[config.mk]
export PLATFORM = sky130hd
export DESIGN_NAME = sbus_frame_decoder
export DESIGN_NICKNAME = d
export VERILOG_FILES = /design/src/hw/rtl/sfd_pkg.sv /design/src/hw/rtl/sfd_front.sv /design/src/hw/rtl/sfd_queue.sv /design/src/hw/rtl/sfd_back.sv /design/src/hw/rtl/sbus_frame_decoder.sv
export SDC_FILE = /design/constraint.sdc
export NUM_CORES = 1
export LEC_CHECK = 0
export BUFFER_PORTS_ARGS = -buffer_cell sky130_fd_sc_hd__buf_2
export CAP_MARGIN = 0
export CORE_MARGIN = 2
export CORE_UTILIZATION = 63
export DETAILED_ROUTE_END_ITERATION = 8
export GPL_TIMING_DRIVEN = 1
export HOLD_SLACK_MARGIN = 0.12
export PLACE_DENSITY = 0.8
export SYNTH_ARGS = -nofsm -noshare
export SYNTH_HDL_FRONTEND = slang
export SYNTH_SLANG_ARGS = --single-unit
export TNS_END_PERCENT = 30
[constraint.sdc]
create_clock -name clk -period 8.3 [get_ports clk]
set_clock_uncertainty 0.1 [all_clocks]
set_input_delay 0 -clock clk [delete_from_list [all_inputs] [get_ports clk]]
set_output_delay 0 -clock clk [all_outputs]
set_load 0.01 [all_outputs]
[src/hw/rtl/sfd_pkg.sv]
// Shared types and constants of the servo frame decoder.
// Used by sfd_front, sfd_queue, sfd_back and sbus_frame_decoder; no dependencies.
`default_nettype none

package sfd_pkg;

    localparam int CH_BITS = 11;
    localparam int MAX_OUT = 16;
    localparam int FLAG_BITS = 4;

    // floor(x / 11) == (x * 373) >> 12 for every x up to 352
    localparam logic [8:0] CH_DIV_MUL = 9'd373;
    localparam int CH_DIV_SHIFT = 12;

    // configuration register indexes
    localparam logic [1:0] REG_SKIP_HEADER  = 2'd0;
    localparam logic [1:0] REG_SKIP_FOOTER  = 2'd1;
    localparam logic [1:0] REG_HEADER_VALUE = 2'd2;
    localparam logic [1:0] REG_FOOTER_VALUE = 2'd3;

    // result status codes
    localparam logic STATUS_GOOD = 1'b0;
    localparam logic STATUS_BAD  = 1'b1;

    // one finished frame, passed from the front to the back
    typedef struct packed {
        logic                                bad;
        logic [FLAG_BITS-1:0]                flags;
        logic [MAX_OUT-1:0][CH_BITS-1:0]     value;
    } sfd_cmd_t;

endpackage

`default_nettype wire

[src/hw/rtl/sfd_front.sv]
// Front end: configuration registers, byte classification, bit unpacking and channel store.
// Depends on sfd_pkg; emits one sfd_cmd_t per marked byte.
`default_nettype none

module sfd_front #(
    parameter int NUM_CHANNELS = 16
) (
    input  wire logic                  clk,
    input  wire logic                  rst_n,
    input  wire logic                  byte_in,
    input  wire logic [7:0]            data_byte,
    input  wire logic                  end_of_frame,
    input  wire logic                  wr_en,
    input  wire logic [1:0]            wr_index,
    input  wire logic [7:0]            wr_data,
    output logic                       cmd_valid,
    output sfd_pkg::sfd_cmd_t          cmd
);

    localparam int DATA_BYTES = (NUM_CHANNELS * sfd_pkg::CH_BITS + 7) / 8;
    localparam int POS_SAT = DATA_BYTES + 4;
    localparam int POS_W = $clog2(POS_SAT + 1);
    localparam int CH_W = $clog2(NUM_CHANNELS + 1);
    localparam int ADDR_W = $clog2(NUM_CHANNELS);
    localparam int OUT_CH = (NUM_CHANNELS < sfd_pkg::MAX_OUT) ? NUM_CHANNELS
                                                              : sfd_pkg::MAX_OUT;
    localparam int DIV_W = POS_W + 3;
    localparam int PROD_W = DIV_W + 9;

    logic                          skip_header_reg;
    logic                          skip_footer_reg;
    logic [7:0]                    header_value_reg;
    logic [7:0]                    footer_value_reg;

    logic [17:0]                   bit_buffer_reg, bit_buffer_next;
    logic [4:0]                    bit_count_reg, bit_count_next;
    logic [POS_W-1:0]              pos_reg, pos_next;
    logic                          bad_reg, bad_next;
    logic [3:0]                    flags_reg, flags_next;

    logic [sfd_pkg::CH_BITS-1:0]   store_reg [NUM_CHANNELS];
    logic                          store_we;
    logic [ADDR_W-1:0]             store_addr;

    logic                          hdr;
    logic [POS_W-1:0]              chan_pos;
    logic [POS_W-1:0]              chan_pos_inc;
    logic [POS_W-1:0]              expected;
    logic [22:0]                   shifted;
    logic [17:0]                   buf_or;
    logic [4:0]                    cnt_sum;
    logic [DIV_W-1:0]              bits_done;
    logic [PROD_W-1:0]             div_prod;
    logic [CH_W-1:0]               ch_num;
    logic [sfd_pkg::MAX_OUT-1:0][sfd_pkg::CH_BITS-1:0] snap;

    always_ff @(posedge clk or negedge rst_n)
    begin
        if (!rst_n)
        begin
            skip_header_reg  <= 1'b0;
            skip_footer_reg  <= 1'b0;
            header_value_reg <= 8'h0F;
            footer_value_reg <= 8'h00;
        end
        else if (wr_en)
        begin
            unique case (wr_index)
                sfd_pkg::REG_SKIP_HEADER:  skip_header_reg  <= wr_data[0];
                sfd_pkg::REG_SKIP_FOOTER:  skip_footer_reg  <= wr_data[0];
                sfd_pkg::REG_HEADER_VALUE: header_value_reg <= wr_data;
                sfd_pkg::REG_FOOTER_VALUE: footer_value_reg <= wr_data;
            endcase
        end
    end

    assign hdr          = !skip_header_reg;
    assign chan_pos     = pos_reg - {{(POS_W-1){1'b0}}, hdr};
    assign chan_pos_inc = chan_pos + {{(POS_W-1){1'b0}}, 1'b1};
    assign shifted      = {15'd0, data_byte} << bit_count_reg[3:0];
    assign buf_or       = bit_buffer_reg | shifted[17:0];
    assign cnt_sum      = bit_count_reg + 5'd8;
    // channel number completed by this byte: (bytes so far * 8) / 11
    assign bits_done    = {chan_pos_inc, 3'b000};
    assign div_prod     = {9'd0, bits_done} * {{(PROD_W-9){1'b0}}, sfd_pkg::CH_DIV_MUL};
    assign ch_num       = CH_W'(div_prod >> sfd_pkg::CH_DIV_SHIFT);
    assign expected     = POS_W'(DATA_BYTES + 1) + {{(POS_W-1){1'b0}}, hdr}
                          + {{(POS_W-1){1'b0}}, !skip_footer_reg};

    always_comb
    begin
        bit_buffer_next = bit_buffer_reg;
        bit_count_next  = bit_count_reg;
        pos_next        = pos_reg;
        bad_next        = bad_reg;
        flags_next      = flags_reg;
        store_we        = 1'b0;
        store_addr      = '0;
        cmd_valid       = 1'b0;
        cmd.bad         = 1'b0;
        cmd.flags       = '0;
        cmd.value       = snap;

        if (byte_in)
        begin
            if (pos_reg < POS_W'(POS_SAT))
            begin
                pos_next = pos_reg + {{(POS_W-1){1'b0}}, 1'b1};
                priority if (hdr && pos_reg == '0)
                begin
                    if (data_byte != header_value_reg)
                        bad_next = 1'b1;
                end
                else if (chan_pos < POS_W'(DATA_BYTES))
                begin
                    bit_buffer_next = buf_or;
                    bit_count_next  = cnt_sum;
                    if (cnt_sum >= 5'd11)
                    begin
                        if (ch_num != '0 && ch_num <= CH_W'(NUM_CHANNELS))
                        begin
                            store_we   = 1'b1;
                            store_addr = ADDR_W'(ch_num - {{(CH_W-1){1'b0}}, 1'b1});
                        end
                        bit_buffer_next = buf_or >> sfd_pkg::CH_BITS;
                        bit_count_next  = cnt_sum - 5'd11;
                    end
                end
                else if (chan_pos == POS_W'(DATA_BYTES))
                begin
                    flags_next = data_byte[3:0];
                end
                else if (chan_pos == POS_W'(DATA_BYTES + 1) && !skip_footer_reg)
                begin
                    if (data_byte != footer_value_reg)
                        bad_next = 1'b1;
                end
                else
                begin
                    // past the footer: count the byte only
                end
            end

            if (end_of_frame)
            begin
                cmd_valid = 1'b1;
                cmd.bad   = (pos_next != expected) || bad_next;
                cmd.flags = flags_next;
                // start a fresh frame
                bit_buffer_next = '0;
                bit_count_next  = '0;
                pos_next        = '0;
                bad_next        = 1'b0;
                flags_next      = '0;
            end
        end
    end

    // snapshot the store as it stands after this byte's write
    for (genvar k = 0; k < sfd_pkg::MAX_OUT; k++)
    begin : g_snap
        if (k < OUT_CH)
        begin : g_live
            assign snap[k] = (store_we && store_addr == ADDR_W'(k)) ? buf_or[10:0]
                                                                     : store_reg[k];
        end
        else
        begin : g_none
            assign snap[k] = '0;
        end
    end

    always_ff @(posedge clk or negedge rst_n)
    begin
        if (!rst_n)
        begin
            bit_buffer_reg <= '0;
            bit_count_reg  <= '0;
            pos_reg        <= '0;
            bad_reg        <= 1'b0;
            flags_reg      <= '0;
        end
        else
        begin
            bit_buffer_reg <= bit_buffer_next;
            bit_count_reg  <= bit_count_next;
            pos_reg        <= pos_next;
            bad_reg        <= bad_next;
            flags_reg      <= flags_next;
        end
    end

    always_ff @(posedge clk)
    begin
        if (store_we)
            store_reg[store_addr] <= buf_or[10:0];
    end

endmodule

`default_nettype wire

[src/hw/rtl/sfd_queue.sv]
// Two-entry queue of finished frames between the front end and the result sequencer.
// Depends on sfd_pkg for sfd_cmd_t.
`default_nettype none

module sfd_queue (
    input  wire logic                clk,
    input  wire logic                rst_n,
    input  wire logic                wr,
    input  wire sfd_pkg::sfd_cmd_t   wr_cmd,
    input  wire logic                rd,
    output logic                     full,
    output logic                     head_valid,
    output sfd_pkg::sfd_cmd_t        head
);

    sfd_pkg::sfd_cmd_t   entry_reg [2];
    logic                wr_ptr_reg, wr_ptr_next;
    logic                rd_ptr_reg, rd_ptr_next;
    logic [1:0]          count_reg, count_next;
    logic                do_wr;
    logic                do_rd;

    assign full       = (count_reg == 2'd2);
    assign head_valid = (count_reg != 2'd0);
    assign head       = entry_reg[rd_ptr_reg];
    assign do_wr      = wr && !full;
    assign do_rd      = rd && head_valid;

    always_comb
    begin
        wr_ptr_next = wr_ptr_reg ^ do_wr;
        rd_ptr_next = rd_ptr_reg ^ do_rd;
        count_next  = count_reg + {1'b0, do_wr} - {1'b0, do_rd};
    end

    always_ff @(posedge clk or negedge rst_n)
    begin
        if (!rst_n)
        begin
            wr_ptr_reg <= 1'b0;
            rd_ptr_reg <= 1'b0;
            count_reg  <= 2'd0;
        end
        else
        begin
            wr_ptr_reg <= wr_ptr_next;
            rd_ptr_reg <= rd_ptr_next;
            count_reg  <= count_next;
        end
    end

    always_ff @(posedge clk)
    begin
        if (do_wr)
            entry_reg[wr_ptr_reg] <= wr_cmd;
    end

endmodule

`default_nettype wire

[src/hw/rtl/sfd_back.sv]
// Result sequencer: walks the queued frame one channel per cycle into the output register
// while pop keeps it free. Depends on sfd_pkg for sfd_cmd_t and the status codes.
`default_nettype none

module sfd_back #(
    parameter int NUM_CHANNELS = 16
) (
    input  wire logic                clk,
    input  wire logic                rst_n,
    input  wire logic                head_valid,
    input  wire sfd_pkg::sfd_cmd_t   head,
    output logic                     deq,
    input  wire logic                pop,
    output logic                     empty,
    output logic                     status,
    output logic [3:0]               channel_index,
    output logic [10:0]              channel_value,
    output logic                     digital_ch17,
    output logic                     digital_ch18,
    output logic                     signal_lost,
    output logic                     failsafe_active,
    output logic                     last_result
);

    localparam int OUT_CH = (NUM_CHANNELS < sfd_pkg::MAX_OUT) ? NUM_CHANNELS
                                                              : sfd_pkg::MAX_OUT;

    logic         out_valid_reg, out_valid_next;
    logic [3:0]   k_reg, k_next;
    logic         status_reg;
    logic [3:0]   index_reg;
    logic [10:0]  value_reg;
    logic [3:0]   flags_reg;
    logic         last_reg;
    logic         load;
    logic         k_last;

    assign load   = head_valid && (!out_valid_reg || pop);
    assign k_last = (k_reg == 4'(OUT_CH - 1));

    always_comb
    begin
        deq            = 1'b0;
        k_next         = k_reg;
        out_valid_next = out_valid_reg;
        if (pop && out_valid_reg)
            out_valid_next = 1'b0;
        if (load)
        begin
            out_valid_next = 1'b1;
            if (head.bad || k_last)
            begin
                deq    = 1'b1;
                k_next = '0;
            end
            else
            begin
                k_next = k_reg + 4'd1;
            end
        end
    end

    always_ff @(posedge clk or negedge rst_n)
    begin
        if (!rst_n)
        begin
            out_valid_reg <= 1'b0;
            k_reg         <= '0;
        end
        else
        begin
            out_valid_reg <= out_valid_next;
            k_reg         <= k_next;
        end
    end

    always_ff @(posedge clk)
    begin
        if (load)
        begin
            if (head.bad)
            begin
                status_reg <= sfd_pkg::STATUS_BAD;
                index_reg  <= '0;
                value_reg  <= '0;
                flags_reg  <= '0;
                last_reg   <= 1'b1;
            end
            else
            begin
                status_reg <= sfd_pkg::STATUS_GOOD;
                index_reg  <= k_reg;
                value_reg  <= head.value[k_reg];
                flags_reg  <= head.flags;
                last_reg   <= k_last;
            end
        end
    end

    assign empty           = !out_valid_reg;
    assign status          = status_reg;
    assign channel_index   = index_reg;
    assign channel_value   = value_reg;
    assign digital_ch17    = flags_reg[0];
    assign digital_ch18    = flags_reg[1];
    assign signal_lost     = flags_reg[2];
    assign failsafe_active = flags_reg[3];
    assign last_result     = last_reg;

endmodule

`default_nettype wire

[src/hw/rtl/sbus_frame_decoder.sv]
// Byte-serial decoder of 11-bit servo frames: top level.
// Depends on sfd_pkg, sfd_front, sfd_queue and sfd_back.
//
// Usage:
//   Input channel: push one frame byte per transfer (data_byte, end_of_frame set on the
//   last byte). A transfer happens when push is high and full is low. One byte a cycle is
//   taken; full rises only when two decoded frames are waiting for the result side.
//   Result channel: while empty is low the oldest result sits on the result ports; pop
//   takes it. A good frame yields min(NUM_CHANNELS, 16) results in channel order, the
//   last with last_result set; a rejected frame yields one result with status set.
//   With the sequencer idle, the marked byte's frame goes into the queue entry and then
//   its first result into the output register; the rest follow one per cycle while popped.
//   Backpressure: a stalled pop holds the current result. The frame being read out keeps
//   its queue entry until its last result is loaded, so one further frame (two once that
//   last result is loaded) is received before full rises and holds off every byte.
//   Configuration: wr_en, wr_index, wr_data write a register in the same cycle; change
//   registers only while no result is pending.
//   Reset: rst_n clears the frame state, the queue and the output stage and loads the
//   register defaults (header 0x0F, footer 0x00, both bytes expected).
`default_nettype none

module sbus_frame_decoder #(
    parameter int NUM_CHANNELS = 16
) (
    input  wire logic          clk,
    input  wire logic          rst_n,
    input  wire logic          push,
    output logic               full,
    input  wire logic [7:0]    data_byte,
    input  wire logic          end_of_frame,
    input  wire logic          wr_en,
    input  wire logic [1:0]    wr_index,
    input  wire logic [7:0]    wr_data,
    output logic               empty,
    input  wire logic          pop,
    output logic               status,
    output logic [3:0]         channel_index,
    output logic [10:0]        channel_value,
    output logic               digital_ch17,
    output logic               digital_ch18,
    output logic               signal_lost,
    output logic               failsafe_active,
    output logic               last_result
);

    logic                 byte_in;
    logic                 cmd_valid;
    sfd_pkg::sfd_cmd_t    cmd;
    logic                 q_full;
    logic                 head_valid;
    sfd_pkg::sfd_cmd_t    head;
    logic                 deq;

    assign full    = q_full;
    assign byte_in = push && !q_full;

    sfd_front #(
        .NUM_CHANNELS (NUM_CHANNELS)
    ) u_front (
        .clk          (clk),
        .rst_n        (rst_n),
        .byte_in      (byte_in),
        .data_byte    (data_byte),
        .end_of_frame (end_of_frame),
        .wr_en        (wr_en),
        .wr_index     (wr_index),
        .wr_data      (wr_data),
        .cmd_valid    (cmd_valid),
        .cmd          (cmd)
    );

    sfd_queue u_queue (
        .clk        (clk),
        .rst_n      (rst_n),
        .wr         (cmd_valid),
        .wr_cmd     (cmd),
        .rd         (deq),
        .full       (q_full),
        .head_valid (head_valid),
        .head       (head)
    );

    sfd_back #(
        .NUM_CHANNELS (NUM_CHANNELS)
    ) u_back (
        .clk             (clk),
        .rst_n           (rst_n),
        .head_valid      (head_valid),
        .head            (head),
        .deq             (deq),
        .pop             (pop),
        .empty           (empty),
        .status          (status),
        .channel_index   (channel_index),
        .channel_value   (channel_value),
        .digital_ch17    (digital_ch17),
        .digital_ch18    (digital_ch18),
        .signal_lost     (signal_lost),
        .failsafe_active (failsafe_active),
        .last_result     (last_result)
    );

endmodule

`default_nettype wire
[Word level (Yosys, flattened, before mapping)]
Memory sizes are Yosys's and may differ from the RTL's.
Index checks and enable logic that the tools add are counted.
Operators by class
  reductions and logical operators: 44
  bitwise gates (word level): 3
  multipliers: 1
  mux-type cells: 71
  $lt $le $gt $ge: 5
  add/subtract/negate cells: 11
  equality and inequality tests: 26
  shifts and indexed selects: 1
Operator list (number)
  2-to-1 mux 11 bit: 17
  2-to-1 mux 18 bit: 5
  2-to-1 mux 5 bit: 10
  2-to-1 mux 4 bit: 12
  binary-select mux 11 bit (select 4 bit): 1
  == test 4 bit, second input constant: 9
  2-to-1 mux 1 bit: 26
  logical AND 1 bit: 24
  OR 18 bit: 1
  left shift 8 x 4 -> 18 bit: 1
  == test 4 x 3 -> 1 bit, second input constant: 4
  != test 8 bit: 2
  multiplier 5 x 9 -> 14 bit, second input constant: 1
  adder 5 x 1 -> 5 bit, second input constant: 2
  == test 5 bit, second input constant: 2
  less-than comparator 5 bit, second input constant: 2
  == test 4 x 2 -> 1 bit, second input constant: 2
  AND reduction 2 bit: 4
  nonzero test 2 bit: 4
  == test 2 bit, second input constant: 3
  adder 5 x 1 -> 5 bit: 1
  adder 5 x 1 -> 5 bit, first input constant: 1
  adder 5 x 4 -> 5 bit, second input constant: 1
  >= comparator 5 x 4 -> 1 bit, second input constant: 1
  other kinds (20): 26
Storage, ports and cells
  memories kept: 2
  bits in registers: 81
  output and inout bits: 23
  bits in writable memories: 538
  bits of input ports: 24
Memories
  u_queue.entry_reg: depth 2, width 181, read ports 1, clocked after memory_dff 0, wr ports 1, line sfd_queue.sv:16  | sfd_pkg::sfd_cmd_t entry_reg [2];
  u_front.store_reg: depth 16, width 11, read ports 16, clocked after memory_dff 0, wr ports 1, line sfd_front.sv:41  | logic [sfd_pkg::CH_BITS-1:0] store_reg [NUM_CHANNELS];

[Logic depth before layout (Yosys ltp)]
  word-level depth: 15
  depth in mapped cells: 25
  depth with buffers taken out: 23

[By module]
A second synthesis with hierarchy kept.
Unflattened totals
  cells, all modules: 1655
  area, all modules: 27701.6 µm²
Modules (own cells, without submodules)
  sfd_queue: times used 1, cells an instance 583, area each 13392.8 µm²
  sfd_front: times used 1, cells an instance 887, area each 11838.9 µm²
  sfd_back: times used 1, cells an instance 184, area each 2456.1 µm²
  sbus_frame_decoder: times used 1, cells an instance 1, area each 13.8 µm²

[Worst setup path after synthesis]
Ideal clock, no wire load.
  path type: register to register
  start point: register u_front.pos_reg[0]
  end point: memory u_queue.entry_reg[0][128] (netlist name), data pin
  data arrival time: 5.738 ns
  period minus slack after synthesis: 6.104 ns
  cell stages (with the launch flop): 25
  setup time: 0.266 ns
  buffers on the path: 1
  required time: 7.934 ns
  setup slack: 2.196 ns
  cell sequence: dfrtp_1 -> inv_1 -> ha_1 -> ha_1 -> inv_1 -> ha_1 -> inv_1 -> nor3_1 -> xnor2_1 -> ha_1 -> xor2_1 -> ha_1 -> a21oi_1 -> fa_1 -> inv_1 -> ha_1 -> a211o_1 -> a211o_1 -> a211oi_4 -> o21ai_1 -> a211oi_4 -> xor2_4 -> and3_1 -> buf_6 -> mux2_1
RTL lines
  from (decl): line sfd_front.sv:37  | logic [POS_W-1:0] pos_reg, pos_next;
  from (signal assigned): line sfd_front.sv:187  | pos_reg <= pos_next;
  to (decl): line sfd_queue.sv:16

==> impl_metrics.csv <==
group,metric,value,unit
route,drt_drc_violations_left,0,
cts,cts_setup_buffers,0,
yosys,syn_inst,1496,
yosys,yosys_warnings,0,
placement,port_buffers,46,
critical_path,critPathLaunchType,"flop",
cts,tritoncts,"built",
final_layout,drive_gt1_frac,0.294,
yosys,synth_edf_count,559,
timing,drv_slew,0,
yosys,synth.area.mux_share,0.185,
global_route,grt_max_degree,79,
cts,htreeDepth,2,
placement,globalplace.congestion,0.864,
timing,finalCritPeriodShare,0.869,
critical_path,worstPathMaxFanout,20,
route,routed_wl,55600,µm
global_route,grt_overflow_total,0,
timing,relSlewSlack,0.131,
timing,hold_viol,0,
route,drtIter0Drc,1376,
yosys,synth_top_family_by_area,"multiplexers",
die,fp.dieH,209,µm
cts,worstSkewPairLatency,620,ps
job,maxCapViolCount,0,
yosys,netlist_area,0.0266,mm²
cts,numCtsBuffers,59,
critical_path,end_kind,"flop",
placement,placed_area,0.0274,mm²
placement,place_hpwl,31100,µm
critical_path,cp.arrival,7470,ps
timing,max_clock_freq,139,MHz
final_layout,area_growth,12.1,%
yosys,synth-compound-area-share,0.0370,
yosys,synthFlopType,"edfxtp_1",
yosys,netlist-cell-type-count,64,
global_route,grt_usage,0.261,
yosys,yosys.area_share.adder,0.0204,
critical_path,worstPathRequired,8560,ps
yosys,synth_xor_area_frac,0.0155,
route,dr.pass1.iters,6,
critical_path,crit_type,"flop to flop",
cts,cts_buffer_depth,3,
min_path,worstHoldPathType,"input pin to flop",
die,rows,75,
final_layout,stdcell_area,0.0298,mm²
cts,clkTransAtPathRegs,60,ps
route,wire_per_inst,25.4,µm
yosys,synthArstFlopShare,0.0969,
die,core_area,0.0418,mm²
run_status,status,"completed",
route,viasPerCell,6.46,
die,dieArea,0.0438,mm²
final_layout,antenna_cells,0,
cts,root_buffer,"clkbuf_16",
timing,rsz0062_at_grt,"no",
timing,min_period,7210,ps
yosys,synthSimpleGateAreaFrac,0.0340,
yosys,seq_area_frac_synth,0.689,
global_route,grt_pass1_wl,85900,µm
die,die_w,209,µm
global_route,grt_pass1_vias,14616,
final_layout,largest_reg_flops,362,
yosys,ys_ff_latch,619,
global_route,antenna_found_initial,0,
route,vias,14151,
die,io_pins,47,
yosys,synth_nets,1561,
final_layout,final_nets,1668,
timing,setup_violations,0,
timing,setup-tns-final,0,ps
die,initial_utilization,0.636,
cts,cts.sinks,619,
timing,worst_slew_pin_slew,1300,ps
route,ant_nets,0,
yosys,syn_area_per_cell,17.8,µm²
[metrics by stage]
stage                     hold slack (ps)  setup slack [ps]  cells  utilization
after floorplan                      -396              2200   1496            -
after global placement               99.4              1320   2036        0.657
after detailed placement              110              1160   2036        0.657
after CTS                             146              1100   2191        0.713
after global routing                  204               474   2191        0.713
final                                 191              1090   2191        0.713
[kinds of logic after synthesis]
logic type,Yosys count
DFF,619
muxes,323
and+or+nand+nor,198
AOI/OAI and AO/OA,148
buffers and inverters,122
xor gates and xnor gates,45
adders and majority gates,41
[worst paths after layout]
check / startpoint / end / slack [ps] / cells after the start
max in group asynchronous: rst_n / u_back.k_reg[0] / 6940 / 4
worst max register to register: u_front.pos_reg[0] / u_queue.entry_reg[0][69] / 1090 / 23
min in group asynchronous: rst_n / u_front.header_value_reg[6] / 530 / 4
worst max-delay path: u_front.pos_reg[0] / u_queue.entry_reg[0][69] / 1090 / 23
worst min-delay path: wr_index[0] / u_front.skip_header_reg / 190 / 4
worst min register to register: u_front.bit_buffer_reg[16] / u_front.bit_buffer_reg[16] / 390 / 2
[area by class of cell]
class	count	area (µm²)
clock buffer	82	1620
inverter	44	165
multi-input combinational	755	7820
tap	539	674
fill	2391	12000
clock inverter	28	256
sequential	619	18300
timing repair buffer	124	928
[cells in the final DEF, fill, tap and decap left out, drive strengths merged, types with 4 or more instances in the layout]
master and n:
o21bai 5, a21oi 43, a31oi 6, nor2 62
nor3 12, nor4 5, edfxtp 559, nand2 71
and3 8, mux2i 16, a21o 5, a22oi 5
o21ai 36, nand3 18, clkbuf 82, clkinv 22
nand2b 4, xor2 25, buf 79, xnor2 20
a211oi 6, mux2 197, bufinv 4, dfrtp 56
dlygate4sd3 45, dfstp 4, fa 4, a22o 13
mux4 110, a211o 4, inv 45, ha 37
and2 4
[cell usage after synthesis (13+ instances only)]
| library cell | instances | share of area |
|---|---|---|
| dfrtp_1 | 56 | 0.053 |
| xnor2_1 | 20 | 0.0066 |
| inv_1 | 42 | 0.0059 |
| nor2_1 | 62 | 0.0088 |
| a22o_1 | 13 | 0.0043 |
| mux4_2 | 110 | 0.093 |
| mux2_4 | 16 | 0.0090 |
| mux2i_1 | 16 | 0.0060 |
| ha_1 | 37 | 0.017 |
| xor2_1 | 24 | 0.0079 |
| nand2_1 | 68 | 0.0096 |
| nand3_1 | 16 | 0.0030 |
| clkbuf_1 | 51 | 0.0072 |
| o21ai_0 | 31 | 0.0058 |
| a21oi_1 | 43 | 0.0081 |
| mux2_2 | 169 | 0.072 |
| edfxtp_1 | 559 | 0.63 |
[critical path: stages (launching register included)]
cell and delay, ps:
dfrtp_1 410, inv_1 120, ha_1 250, ha_1 340
inv_1 110, ha_1 140, inv_1 60, nor3_1 360
xnor2_1 210, xnor2_1 340, xnor2_1 110, ha_1 280
inv_1 50, fa_1 500, inv_1 40, ha_1 330
a211o_1 310, a2111oi_2 530, a211o_1 220, nor3_1 70
a2111oi_0 580, nand2_1 200, nor2_2 840, mux2_2 450
[what timing repair did]
action                                 in CTS  in global routing
endpoints found under the hold margin     120                  0
hold buffers                               45                  0
gates resized for setup                     0                  0
[routing by layer]
layer,share of wire,track usage
met1,0.41,0.363
met2,0.50,0.431
met3,0.065,0.0428
met4,0.030,0.0879
met5,0,0
Power is left out: the tool's default activity adds up to more than one toggle a clock period on the data nets, which glitch-free logic cannot reach.
